<file path="src/rtl/assert_macros.svh">
// Assertion macros shared by the RTL of the duty regulator.
// Each macro samples on the rising edge of clock and is disabled while reset is high.
`ifndef ASSERT_MACROS_SVH
`define ASSERT_MACROS_SVH

// The condition holds at every clock edge outside reset.
`define ASSERT_ALWAYS(label, cond, msg) \
   label: assert property (@(posedge clock) disable iff (reset) (cond)) else $error(msg);

// When the antecedent holds, the consequent holds on the same edge.
`define ASSERT_IMPLIES(label, ante, cons, msg) \
   label: assert property (@(posedge clock) disable iff (reset) (ante) |-> (cons)) \
      else $error(msg);

// When the antecedent holds, the consequent holds on the following edge.
`define ASSERT_NEXT(label, ante, cons, msg) \
   label: assert property (@(posedge clock) disable iff (reset) (ante) |=> (cons)) \
      else $error(msg);

`endif

</file>
<file path="src/rtl/bbsdr_pkg.sv">
// Shared types and constants of the buck/boost step duty regulator.
// No dependencies; used by every module of the block.
package bbsdr_pkg;

   localparam int unsigned SampleWidth  = 12;
   localparam int unsigned DutyWidth    = 14;
   localparam int unsigned CsrAddrWidth = 5;
   localparam int unsigned CsrDataWidth = 32;

   typedef logic [SampleWidth-1:0] sample_type;
   typedef logic [DutyWidth-1:0]   duty_type;

   localparam duty_type   DutyFull            = 14'd10000;
   localparam sample_type VoltTargetReset     = 12'd0;
   localparam sample_type CurrLimitReset      = 12'd4095;
   localparam duty_type   BuckStepReset       = 14'd1000;
   localparam duty_type   BoostStepReset      = 14'd100;
   localparam sample_type SolarMinVoltReset   = 12'd0;
   localparam duty_type   BoostMaxDutyReset   = DutyFull;

   typedef enum logic [2:0] {
      CsrBuckVoltTarget  = 3'd0,
      CsrBuckCurrLimit   = 3'd1,
      CsrBuckStep        = 3'd2,
      CsrBoostVoltTarget = 3'd3,
      CsrBoostCurrLimit  = 3'd4,
      CsrBoostStep       = 3'd5,
      CsrSolarMinVolt    = 3'd6,
      CsrBoostMaxDuty    = 3'd7
   } csr_index_type;

   typedef struct packed {
      sample_type buck_volt_sample;
      sample_type buck_curr_sample;
      sample_type boost_volt_sample;
      sample_type boost_curr_sample;
      sample_type solar_volt_sample;
   } req_data_type;

   typedef struct packed {
      duty_type buck_duty_out;
      logic     buck_updated;
      duty_type boost_duty_out;
      logic     boost_updated;
   } rsp_data_type;

   typedef struct packed {
      duty_type duty;
      logic     updated;
   } duty_result_type;

endpackage

</file>
<file path="src/rtl/bbsdr_duty_step.sv">
// One converter's duty update: overcurrent back-off, forced zero and step toward the target.
// Depends on bbsdr_pkg.
module bbsdr_duty_step (
   input  bbsdr_pkg::duty_type        duty_cur,
   input  bbsdr_pkg::duty_type        step,
   input  bbsdr_pkg::duty_type        ceiling,
   input  bbsdr_pkg::sample_type      volt_sample,
   input  bbsdr_pkg::sample_type      volt_target,
   input  bbsdr_pkg::sample_type      curr_sample,
   input  bbsdr_pkg::sample_type      curr_limit,
   input  logic                       force_zero,
   output bbsdr_pkg::duty_result_type result
);
   import bbsdr_pkg::*;

   logic [DutyWidth:0] sum;
   duty_type           duty_up;
   duty_type           duty_down;

   assign sum       = {1'b0, duty_cur} + {1'b0, step};
   assign duty_up   = (sum > {1'b0, ceiling}) ? ceiling : sum[DutyWidth-1:0];
   assign duty_down = (step >= duty_cur) ? '0 : duty_cur - step;

   // Overcurrent wins over everything, then the forced zero, then the voltage error.
   always_comb begin
      result.duty    = duty_cur;
      result.updated = 1'b1;
      if (curr_sample > curr_limit) begin
         result.duty = duty_down;
      end else if (force_zero) begin
         result.duty = '0;
      end else if (volt_sample < volt_target) begin
         result.duty = duty_up;
      end else if (volt_sample > volt_target) begin
         result.duty = duty_down;
      end else begin
         result.updated = 1'b0;
      end
   end

endmodule

</file>
<file path="src/rtl/buck_boost_step_duty_regulator_unit.sv">
// Path: an accepted transaction is held in the input register, goes through the duty update
// stage and is written to the output register, from which the result is taken; stalls hold it.
// Throughput: one transaction per cycle without stalls; the single update stage sets this.
// Reset (synchronous, active high) clears both duties, empties the input and output
// registers and returns every configuration register to its default.
// Depends on bbsdr_pkg, bbsdr_duty_step and assert_macros.svh.
`include "assert_macros.svh"

module buck_boost_step_duty_regulator_unit (
   input  logic                                clock,
   input  logic                                reset,
   input  logic                                req_valid,
   output logic                                req_stall,
   input  bbsdr_pkg::req_data_type             req_data,
   output logic                                rsp_valid,
   input  logic                                rsp_stall,
   output bbsdr_pkg::rsp_data_type             rsp_data,
   input  logic                                psel,
   input  logic                                penable,
   input  logic                                pwrite,
   input  logic [bbsdr_pkg::CsrAddrWidth-1:0]  paddr,
   input  logic [bbsdr_pkg::CsrDataWidth-1:0]  pwdata,
   output logic [bbsdr_pkg::CsrDataWidth-1:0]  prdata,
   output logic                                pready
);
   import bbsdr_pkg::*;

   sample_type      buck_volt_target_ff;
   sample_type      buck_curr_limit_ff;
   duty_type        buck_step_ff;
   sample_type      boost_volt_target_ff;
   sample_type      boost_curr_limit_ff;
   duty_type        boost_step_ff;
   sample_type      solar_min_volt_ff;
   duty_type        boost_max_duty_ff;

   logic            in_valid_ff;
   req_data_type    in_data_ff;
   logic            out_valid_ff;
   rsp_data_type    out_data_ff;
   duty_type        buck_duty_ff;
   duty_type        boost_duty_ff;
   duty_type        buck_duty_in;
   duty_type        boost_duty_in;

   csr_index_type   csr_index;
   logic            csr_write;
   logic            out_ready;
   logic            fire;
   duty_type        boost_ceiling;
   duty_result_type buck_result;
   duty_result_type boost_result;

   assign csr_index = csr_index_type'(paddr[CsrAddrWidth-1:2]);
   assign csr_write = psel & penable & pwrite;
   assign pready    = 1'b1;

   always_ff @(posedge clock) begin
      if (reset) begin
         buck_volt_target_ff  <= VoltTargetReset;
         buck_curr_limit_ff   <= CurrLimitReset;
         buck_step_ff         <= BuckStepReset;
         boost_volt_target_ff <= VoltTargetReset;
         boost_curr_limit_ff  <= CurrLimitReset;
         boost_step_ff        <= BoostStepReset;
         solar_min_volt_ff    <= SolarMinVoltReset;
         boost_max_duty_ff    <= BoostMaxDutyReset;
      end else if (csr_write) begin
         case (csr_index)
            CsrBuckVoltTarget:  buck_volt_target_ff  <= pwdata[SampleWidth-1:0];
            CsrBuckCurrLimit:   buck_curr_limit_ff   <= pwdata[SampleWidth-1:0];
            CsrBuckStep:        buck_step_ff         <= pwdata[DutyWidth-1:0];
            CsrBoostVoltTarget: boost_volt_target_ff <= pwdata[SampleWidth-1:0];
            CsrBoostCurrLimit:  boost_curr_limit_ff  <= pwdata[SampleWidth-1:0];
            CsrBoostStep:       boost_step_ff        <= pwdata[DutyWidth-1:0];
            CsrSolarMinVolt:    solar_min_volt_ff    <= pwdata[SampleWidth-1:0];
            CsrBoostMaxDuty:    boost_max_duty_ff    <= pwdata[DutyWidth-1:0];
            default: ;
         endcase
      end
   end

   always_comb begin
      case (csr_index)
         CsrBuckVoltTarget:  prdata = CsrDataWidth'(buck_volt_target_ff);
         CsrBuckCurrLimit:   prdata = CsrDataWidth'(buck_curr_limit_ff);
         CsrBuckStep:        prdata = CsrDataWidth'(buck_step_ff);
         CsrBoostVoltTarget: prdata = CsrDataWidth'(boost_volt_target_ff);
         CsrBoostCurrLimit:  prdata = CsrDataWidth'(boost_curr_limit_ff);
         CsrBoostStep:       prdata = CsrDataWidth'(boost_step_ff);
         CsrSolarMinVolt:    prdata = CsrDataWidth'(solar_min_volt_ff);
         CsrBoostMaxDuty:    prdata = CsrDataWidth'(boost_max_duty_ff);
         default:            prdata = '0;
      endcase
   end

   // The update stage moves whenever the output register is empty or being emptied.
   assign out_ready = ~out_valid_ff | ~rsp_stall;
   assign fire      = in_valid_ff & out_ready;
   assign req_stall = in_valid_ff & ~out_ready;

   always_ff @(posedge clock) begin
      if (reset) begin
         in_valid_ff <= 1'b0;
      end else if (!req_stall) begin
         in_valid_ff <= req_valid;
      end
   end

   always_ff @(posedge clock) begin
      if (req_valid && !req_stall) begin
         in_data_ff <= req_data;
      end
   end

   assign boost_ceiling = (boost_max_duty_ff > DutyFull) ? DutyFull : boost_max_duty_ff;

   bbsdr_duty_step u_buck_step (
      .duty_cur    (buck_duty_ff),
      .step        (buck_step_ff),
      .ceiling     (DutyFull),
      .volt_sample (in_data_ff.buck_volt_sample),
      .volt_target (buck_volt_target_ff),
      .curr_sample (in_data_ff.buck_curr_sample),
      .curr_limit  (buck_curr_limit_ff),
      .force_zero  (1'b0),
      .result      (buck_result)
   );

   bbsdr_duty_step u_boost_step (
      .duty_cur    (boost_duty_ff),
      .step        (boost_step_ff),
      .ceiling     (boost_ceiling),
      .volt_sample (in_data_ff.boost_volt_sample),
      .volt_target (boost_volt_target_ff),
      .curr_sample (in_data_ff.boost_curr_sample),
      .curr_limit  (boost_curr_limit_ff),
      .force_zero  (in_data_ff.solar_volt_sample < solar_min_volt_ff),
      .result      (boost_result)
   );

   assign buck_duty_in  = buck_result.duty;
   assign boost_duty_in = boost_result.duty;

   always_ff @(posedge clock) begin
      if (reset) begin
         buck_duty_ff  <= '0;
         boost_duty_ff <= '0;
      end else if (fire) begin
         buck_duty_ff  <= buck_duty_in;
         boost_duty_ff <= boost_duty_in;
      end
   end

   always_ff @(posedge clock) begin
      if (reset) begin
         out_valid_ff <= 1'b0;
      end else if (out_ready) begin
         out_valid_ff <= in_valid_ff;
      end
   end

   always_ff @(posedge clock) begin
      if (fire) begin
         out_data_ff.buck_duty_out  <= buck_duty_in;
         out_data_ff.buck_updated   <= buck_result.updated;
         out_data_ff.boost_duty_out <= boost_duty_in;
         out_data_ff.boost_updated  <= boost_result.updated;
      end
   end

   assign rsp_valid = out_valid_ff;
   assign rsp_data  = out_data_ff;

   `ASSERT_ALWAYS(a_buck_duty_range, buck_duty_ff <= DutyFull, "buck duty above full scale")
   `ASSERT_ALWAYS(a_boost_duty_range, boost_duty_ff <= DutyFull, "boost duty above full scale")
   `ASSERT_NEXT(a_result_tracks_state, fire,
      rsp_valid && rsp_data.buck_duty_out == buck_duty_ff
      && rsp_data.boost_duty_out == boost_duty_ff, "result register disagrees with duty state")
   `ASSERT_NEXT(a_state_holds_when_idle, !fire,
      $stable(buck_duty_ff) && $stable(boost_duty_ff), "duty changed without a transaction")

endmodule

</file>
<file path="config.mk">
export PLATFORM = sky130hd
export DESIGN_NAME = buck_boost_step_duty_regulator_unit
export DESIGN_NICKNAME = d
export VERILOG_FILES = /design/src/rtl/bbsdr_pkg.sv /design/src/rtl/bbsdr_duty_step.sv /design/src/rtl/buck_boost_step_duty_regulator_unit.sv
export VERILOG_INCLUDE_DIRS = /design/src /design/src/rtl
export SDC_FILE = /design/constraint.sdc
export NUM_CORES = 1
export LEC_CHECK = 0
export BUFFER_PORTS_ARGS = -buffer_cell sky130_fd_sc_hd__buf_2
export CORE_UTILIZATION = 50
export CTS_CLUSTER_SIZE = 8
export DETAILED_ROUTE_END_ITERATION = 16
export HOLD_SLACK_MARGIN = 0.15
export PLACE_DENSITY = 0.73
export SLEW_MARGIN = 10
export SYNTH_ARGS = -nofsm -noshare
export SYNTH_HDL_FRONTEND = slang
export SYNTH_SLANG_ARGS = --single-unit
</file>
<file path="constraint.sdc">
create_clock -name clock -period 6.8 [get_ports clock]
set_input_delay 2.04 -clock clock [delete_from_list [all_inputs] [get_ports clock]]
set_output_delay 2.04 -clock clock [all_outputs]
set_load 0.05 [all_outputs]
</file>
## Word-level counts from Yosys, hierarchy flattened

Cells that the tools add are included.

| storage, ports and cells | value |
|---|---|
| flip-flop bits (word level) | 222 |
| bits of input ports | 104 |

| cells by class | value |
|---|---|
| bitwise gates (word level) | 8 |
| eq/ne operators | 7 |
| reductions and logical operators | 13 |
| mux-type cells | 15 |
| magnitude comparators | 12 |
| $add $sub $neg | 4 |

Operator list:

| cell | count |
|---|---|
| 32-bit one-hot mux with 8 select lines | 1 |
| 14-bit two-way mux | 12 |
| 12-bit greater-than comparator | 4 |
| 12-bit less-than comparator | 3 |
| 14-bit by 14-bit adder with 15-bit output | 2 |
| 14-bit >= comparator | 2 |
| 14-bit subtractor | 2 |
| 2-bit AND reduction | 8 |
| 15-bit by 14-bit greater-than comparator with 1-bit output | 1 |
| 15-bit by 14-bit greater-than comparator with 1-bit output, second input constant | 1 |
| 14-bit greater-than comparator, second input constant | 1 |
| 3-bit == test, second input constant | 4 |
| 3-bit by 2-bit == test with 1-bit output, second input constant | 2 |
| 1-bit AND | 4 |
| 3-bit by 1-bit == test with 1-bit output, second input constant | 1 |
| 3-bit zero test | 1 |
| 1-bit inverter | 3 |
| 3-bit OR reduction | 1 |
| 1-bit two-way mux | 2 |
| 2-bit OR reduction | 1 |
| 1-bit logical AND | 1 |
| 1-bit zero test | 1 |
| 1-bit OR | 1 |

## Longest topological paths before layout

Gate-level depths: netlist (run 1).

| logic depth | value |
|---|---|
| depth in word-level cells | 7 |
| gate-level depth with buffers | 20 |
| depth with buffers taken out | 19 |

## Modules after synthesis

A second synthesis (run 1) with hierarchy kept.

| unflattened totals | value |
|---|---|
| cell total of the unflattened synthesis | 1763 |
| area total of the unflattened synthesis | 15015.7 µm² |

Modules (own cells, without submodules):

| module | instances | area each (µm²) | cells an instance | seq. area each (µm²) |
|---|---|---|---|---|
| buck_boost_step_duty_regulator_unit | 1 | 8857.2 | 895 | 5345.1 |
| bbsdr_duty_step | 2 | 3079.2 | 434 | 0.0 |

## Worst setup path after synthesis (run 1)

OpenSTA, ideal clock, no wires.

| path | value |
|---|---|
| path type | in2out |
| start | in paddr[3] (netlist name) |
| end | out prdata[12] (netlist name) |
| buffers on the path | 3 |
| path slack | 0.510 ns |
| data required time | 4.760 ns |
| cell stages on the path | 5 |
| data arrival time | 4.250 ns |
| cell sequence | clkbuf_1 -> buf_1 -> clkbuf_1 -> mux2i_1 -> o21ai_0 |

| between the ends | value |
|---|---|
| longest elaborated chain between the ends | 2 |

RTL lines:

| what | RTL line | source |
|---|---|---|
| from (decl) | buck_boost_step_duty_regulator_unit.sv:21 | `input logic [bbsdr_pkg::CsrAddrWidth-1:0] paddr,` |
| 3-bit == test, or another cell as far along | buck_boost_step_duty_regulator_unit.sv:84 | `case (csr_index)` |
| 32-bit one-hot mux with 8 select lines * | buck_boost_step_duty_regulator_unit.sv:84 |  |
| to (decl) | buck_boost_step_duty_regulator_unit.sv:23 | `output logic [bbsdr_pkg::CsrDataWidth-1:0] prdata,` |

Mark *: on every way between the ends. The rest lies on a longest branch, timed or not. The select of a mux whose other input is x is not followed.

## Worst setup path in the final report (run 1)

| path | value |
|---|---|
| start | in paddr[3] (netlist name) |
| end | out prdata[3] (netlist name) |

The elaborated chain is that of the path after synthesis.

==> results of run 1 <==
state kept, by name, indices dropped and copies added (netlist names):
register,flops
in_data_ff,60
rsp_data,30
boost_duty_ff,14
boost_max_duty_ff,14
boost_step_ff,14
buck_duty_ff,14
buck_step_ff,14
boost_curr_limit_ff,12
boost_volt_target_ff,12
buck_curr_limit_ff,12
buck_volt_target_ff,12
solar_min_volt_ff,12
in_valid_ff,1
rsp_valid,1
kinds of logic after synthesis:
family          after synthesis  share of synthesized area (%)
compound gates              465                           22.1
other cells                   2                         0.0517
buf+inv                     243                           7.06
xor+xnor                     33                           2.12
flops                       222                           36.8
mux                          38                           2.90
simple gates                550                           17.3
fa+ha+maj                   133                           11.7
layer usage:
metal / vias to the layer above / part of all wire (%) / track usage, %
met5: - / 0.029 / 0
met4: 2 / 3.8 / 11.8
met3: 104 / 7.5 / 4.26
met2: 588 / 45 / 48.1
met1: 6191 / 43 / 40.1
li1: 6194 / - / -
report_power, final:
part           switching, mW  total (mW)  internal [mW]  leakage, nW
clock network          0.630        1.57          0.940        0.476
registers             0.0335        1.49           1.45         1.94
logic                  0.501       0.742          0.240         4.35
cell usage after synthesis (18+ instances only):
cell / count / area, µm²
a211o_1: 39 / 342
nand2_1: 206 / 773
dfxtp_1: 132 / 2640
ha_1: 129 / 1610
a211oi_1: 19 / 143
nor3_1: 31 / 155
o211ai_1: 18 / 135
nand3_1: 26 / 130
a21o_1: 18 / 135
nor2b_1: 27 / 169
clkbuf_1: 64 / 240
o21ai_0: 61 / 305
buf_4: 22 / 165
a21oi_1: 142 / 711
inv_1: 132 / 495
nor2_1: 154 / 578
xnor2_1: 23 / 201
nand4_1: 23 / 144
mux2i_1: 33 / 330
edfxtp_1: 90 / 2700
worst min-delay path, cell delays in order (launching register included):
cell	delay, ns
dfxtp_1	0.30
nand2_1	0.05
a21oi_1	0.05
cell type report:
type | count | area, µm² | share of cell area, %
multi-input combinational | 1238 | 8240 | 50.5
sequential | 222 | 5350 | 32.8
clock inverter | 5 | 68.8 | 0.422
inverter | 134 | 503 | 3.08
clock buffer | 54 | 926 | 5.67
timing repair buffer | 143 | 753 | 4.62
tap | 384 | 480 | 2.94
per-stage QoR:
stage / power [mW] / area [µm²] / hold slack (ns) / util [%] / std cells
final: 3.80 / 16300 / 0.457 / 57.0 / 2180
after global routing: 3.95 / 16300 / 0.476 / 57.0 / 2180
after CTS: 3.81 / 16300 / 0.456 / 57.0 / 2180
after detailed placement: 2.24 / 15300 / 0.450 / 53.5 / 2121
after global placement: 2.23 / 15300 / 0.441 / 53.5 / 2121
after floorplan: 2.05 / 14600 / 0.436 / - / 1703
worst paths after layout:
check,startpoint,to,slack [ns],cells past startpoint
setup reg to reg,boost_step_ff[5],rsp_data[14],1.14,17
setup / recovery,paddr[3],prdata[3],0.90,6
hold reg to reg,solar_min_volt_ff[11],solar_min_volt_ff[11],0.46,2
hold / removal,solar_min_volt_ff[11],solar_min_volt_ff[11],0.46,2
==> results.json, run 1 <==
{
  "h-tree-depth": 2,
  "wl_um": 44200,
  "grt_first_pass_wirelength_um": 66900,
  "critPathArrivalTime_ns": 3.86,
  "critPathBufInv": 3,
  "slew_violations": 0,
  "worst_setup_path_start_kind": "input port",
  "n_antenna_cell": 0,
  "clkTransAtPathRegs_ns": 0.05,
  "yosysWarnings": 0,
  "p_per_area_nw_per_um2": 233,
  "syn_inst": 1686,
  "finalSetupViolations": 0,
  "maxCapViolCount": 0,
  "p_leak_nw": 6.76,
  "hold_viol_final": 0,
  "start_util_pct": 50.7,
  "vias": 13100,
  "critPathTopFamily": "simple AND/OR/NAND/NOR gates",
  "path_cells": "buf_2, buf_4, nor2_1, nand2_1, o22a_1, buf_2",
  "cts.sinks": 222,
  "hold_class": "flip-flop to flip-flop",
  "cts_tree": "done",
  "remaining_drc_errors": 0,
  "antenna_found_initial": 1,
  "syn_to_final_growth_pct": 12.4,
  "maxSlewHeadroom_pct": 23.0,
  "synth-edff-count": 90,
  "hold_buffers": 0,
  "die_area_um2": 29700,
  "drtIter0Drc": 1242,
  "gr-usage-all-layers_pct": 29.8,
  "rows": 62,
  "nets": 2010,
  "crit_type": "input port to output pin",
  "maxClockFrequency_mhz": 169,
  "worst_pin_slew_ns": 1.15,
  "gp_congestion": 0.966,
  "fin_skew_ns": 0.0160,
  "finalCritPeriodShare_pct": 86.8,
  "dp.final_hpwl_um": 32900,
  "setup_ws_ns": 0.897,
  "critPathSlowestCell": "nor2_1",
  "nFillCells": 2611,
  "final_common_cell": "nand2_1",
  "ant_nets": 0,
  "wl_per_cell_um": 20.3,
  "rsz0062_at_grt": "no",
  "yosys_most_used_dff": "dfxtp_1",
  "synth-seq-area-share_pct": 36.8,
  "portBuffers": 129,
  "post_cts_buffers": 0,
  "cp-end-kind": "output pin",
  "path_common_cell": "buf_2",
  "netlist_area_um2": 14500,
  "slowest_delay_ns": 0.40,
  "clock_latency_ns": 0.52,
  "ys_seq_elements": 222,
  "overflow": 0,
  "ys_types": 93,
  "ir_drop_uv": 182,
  "ioPinCount": 169,
  "syn_avg_cell_area_um2": 8.61,
  "run_status": "complete, no violations",
  "crit_fanout": 17,
  "die_y_um": 172,
  "final_cell_mix": "nand2_1 (206), nor2_1 (154), a21oi_1 (142)",
  "dr.pass1.iters": 5,
  "place_ws_ns": 0.989,
  "drive_gt1_share_pct": 12.8,
  "grt_max_degree": 76,
  "fin_setup_tns_ns": 0,
  "finalCriticalPeriod_ns": 5.90,
  "coreArea_um2": 28600,
  "cts_resized": 0,
  "vias_per_cell": 6.00,
  "crit_required_ns": 4.76,
  "die_w_um": 172,
  "cts_inserted_buffers": 34,
  "grt_pass1_vias": 12000,
  "async_flop_share_pct": 0,
  "clock-root-buffer": "clkbuf_16",
  "clockBufferDepth": 3
}
No activity file was read; power rests on OpenSTA's default activity.
==> run 2, diff against run 1 <==
ABC_AREA = 1   (was not set)
==> results.json, run 2 <==
{
  "synth_most_common_cell": "nand2_1",
  "worst_pin_slew_ns": 1.26,
  "async_flop_share_pct": 0,
  "ys_types": 53,
  "clockBufferDepth": 3,
  "synth_area_leaders": "edfxtp_1 (19%), dfxtp_1 (19%), ha_1 (11%)",
  "grt_first_pass_wirelength_um": 66200,
  "syn_avg_cell_area_um2": 7.66,
  "cp-end-kind": "output pin",
  "r2r_end": "rsp_data[9]",
  "synth-edff-count": 90,
  "min_to": "buck_volt_target_ff[4]",
  "dr.pass1.iters": 5,
  "die_w_um": 170,
  "clock_latency_ns": 0.52,
  "netlist_area_um2": 14100,
  "crit_required_ns": 4.76,
  "place_area_um2": 14900,
  "post_cts_buffers": 0,
  "syn_inst": 1836,
  "fin_setup_tns_ns": 0,
  "hold_path_startpoint": "buck_volt_target_ff[4]",
  "run_status": "complete, no violations",
  "hold_buffers": 0,
  "yosysWarnings": 0,
  "ant_nets": 0,
  "wl_per_cell_um": 18.4,
  "drive_gt1_share_pct": 10.8,
  "cts.sinks": 222,
  "grt_pass1_vias": 11900,
  "largest_reg_flops": 60,
  "die_area_um2": 28800,
  "regMostFlops": "in_data_ff",
  "dp.final_hpwl_um": 33200,
  "reg2reg_from": "boost_step_ff[0]",
  "overflow": 0,
  "critPathArrivalTime_ns": 4.24,
  "crit_fanout": 12,
  "clock-root-buffer": "clkbuf_16",
  "remaining_drc_errors": 0,
  "maxSlewHeadroom_pct": 15.6,
  "cts_tree": "done",
  "coreArea_um2": 27700,
  "synthTopCellsByCount": "nand2_1 (313), inv_1 (264), a21oi_1 (171)",
  "grt_max_degree": 68,
  "vias_per_cell": 5.51,
  "nets": 2175,
  "maxClockFrequency_mhz": 159,
  "final_common_cell": "nand2_1",
  "clkTransAtPathRegs_ns": 0.05,
  "p_per_area_nw_per_um2": 244,
  "finalCritPeriodShare_pct": 92.4,
  "p_leak_nw": 7.53,
  "fin_skew_ns": 0.0250,
  "worst_setup_path_start_kind": "input port",
  "h-tree-depth": 2,
  "crit_type": "input port to output pin",
  "n_antenna_cell": 0,
  "rsz0062_at_grt": "no",
  "gp_congestion": 0.962,
  "drtIter0Drc": 1186,
  "synth_top_cell_area_share_pct": 19.2,
  "nFillCells": 2623,
  "final_cell_mix": "nand2_1 (313), inv_1 (262), a21oi_1 (171)",
  "ys_seq_elements": 222,
  "finalSetupViolations": 0,
  "syn_to_final_growth_pct": 13.0,
  "die_y_um": 170,
  "finalCriticalPeriod_ns": 6.28,
  "hold_ws_ns": 0.493,
  "r2r_slack_ns": 1.93,
  "hold_viol_final": 0,
  "antenna_found_initial": 1,
  "min_path_cells": 2,
  "rows": 61,
  "vias": 12900,
  "ir_drop_uv": 232,
  "reg2reg_depth": 26,
  "portBuffers": 129,
  "wl_um": 42900,
  "ioPinCount": 169,
  "yosys_most_used_dff": "dfxtp_1",
  "final_cell_area_um2": 15900,
  "yosys.area.top_type": "edfxtp_1",
  "synth-seq-area-share_pct": 38.0,
  "hold_class": "flip-flop to flip-flop",
  "gr-usage-all-layers_pct": 30.0,
  "maxCapViolCount": 0,
  "start_util_pct": 50.8,
  "slew_violations": 0,
  "cts_inserted_buffers": 34,
  "cts_resized": 0
}
[run 2: changes by cell type in the layout (fill, tap and decap cells not counted), moves of 15 or more]
cell	change
o21ai_0	+76
xnor2_1	-21
xor2_1	+21
o211ai_1	+16
nand2_1	+107
a211oi_1	-15
nor2b_1	-26
o22ai_1	+24
a211o_1	-38
a21oi_1	+29
mux2i_1	-33
inv_1	+130
nand3_1	+81
[run 2: worst max-delay path by stage]
| stage | from | endpoint | slack, ns | depth (start not counted) |
|---|---|---|---|---|
| after floorplan | paddr[4] | prdata[12] | 1.03 | 5 |
| final | paddr[4] | prdata[0] | 0.52 | 8 |
| after detailed placement | paddr[4] | prdata[0] | 0.65 | 8 |
| after global placement | paddr[4] | prdata[0] | 0.67 | 8 |
| after CTS | paddr[4] | prdata[0] | 0.62 | 8 |
| after global routing | paddr[4] | prdata[0] | 0.40 | 8 |
[run 2: worst max-delay path: stages]
cell and delay, ns:
buf_2 0.13, inv_1 0.10, nor3_1 1.00, inv_1 0.17, o22ai_1 0.21, a221oi_1 0.09, o2111ai_1 0.17, buf_2 0.33
[run 2: cell families after synthesis]
logic type	after synthesis	synth area share (%)
AOI/OAI and AO/OA	446	18.1
xor gates and xnor gates	32	1.99
adders and majority gates	133	12.0
buffers and inverters	364	10.6
DFF	222	38.0
other	2	0.0534
and+or+nand+nor	637	19.2
[run 2: per-layer routing]
layer | vias to the layer above | track usage (%) | wire length [µm]
met5 | - | 0 | 11
met4 | 2 | 8.81 | 1110
met3 | 75 | 4.38 | 2850
met2 | 498 | 48.4 | 19300
met1 | 5939 | 41.4 | 19600
li1 | 6374 | - | -
[run 2: final cells by class]
type | count | area (µm²) | area share (%)
clock buffer | 54 | 957 | 6.02
sequential | 222 | 5350 | 33.6
timing repair buffer | 137 | 706 | 4.44
tap | 378 | 473 | 2.98
inverter | 276 | 1040 | 6.53
multi-input combinational | 1267 | 7310 | 46.0
clock inverter | 3 | 66.3 | 0.417
[run 2: where the power goes]
group          leakage (nW)  switching [mW]  internal, mW  total [mW]
registers              1.94          0.0367          1.46        1.50
clock network         0.491           0.598          1.00        1.60
logic                  5.10           0.566         0.223       0.789
[run 2: stage by stage]
step	total power, mW	cells	worst slack [ns]	util (%)
2_1_floorplan	2.08	1853	1.03	-
3_3_place_gp	2.29	2280	0.672	53.7
3_5_place_dp	2.30	2280	0.653	53.7
4_1_cts	3.89	2337	0.621	57.4
5_1_grt	4.05	2337	0.404	57.4
6_report	3.88	2337	0.517	57.4
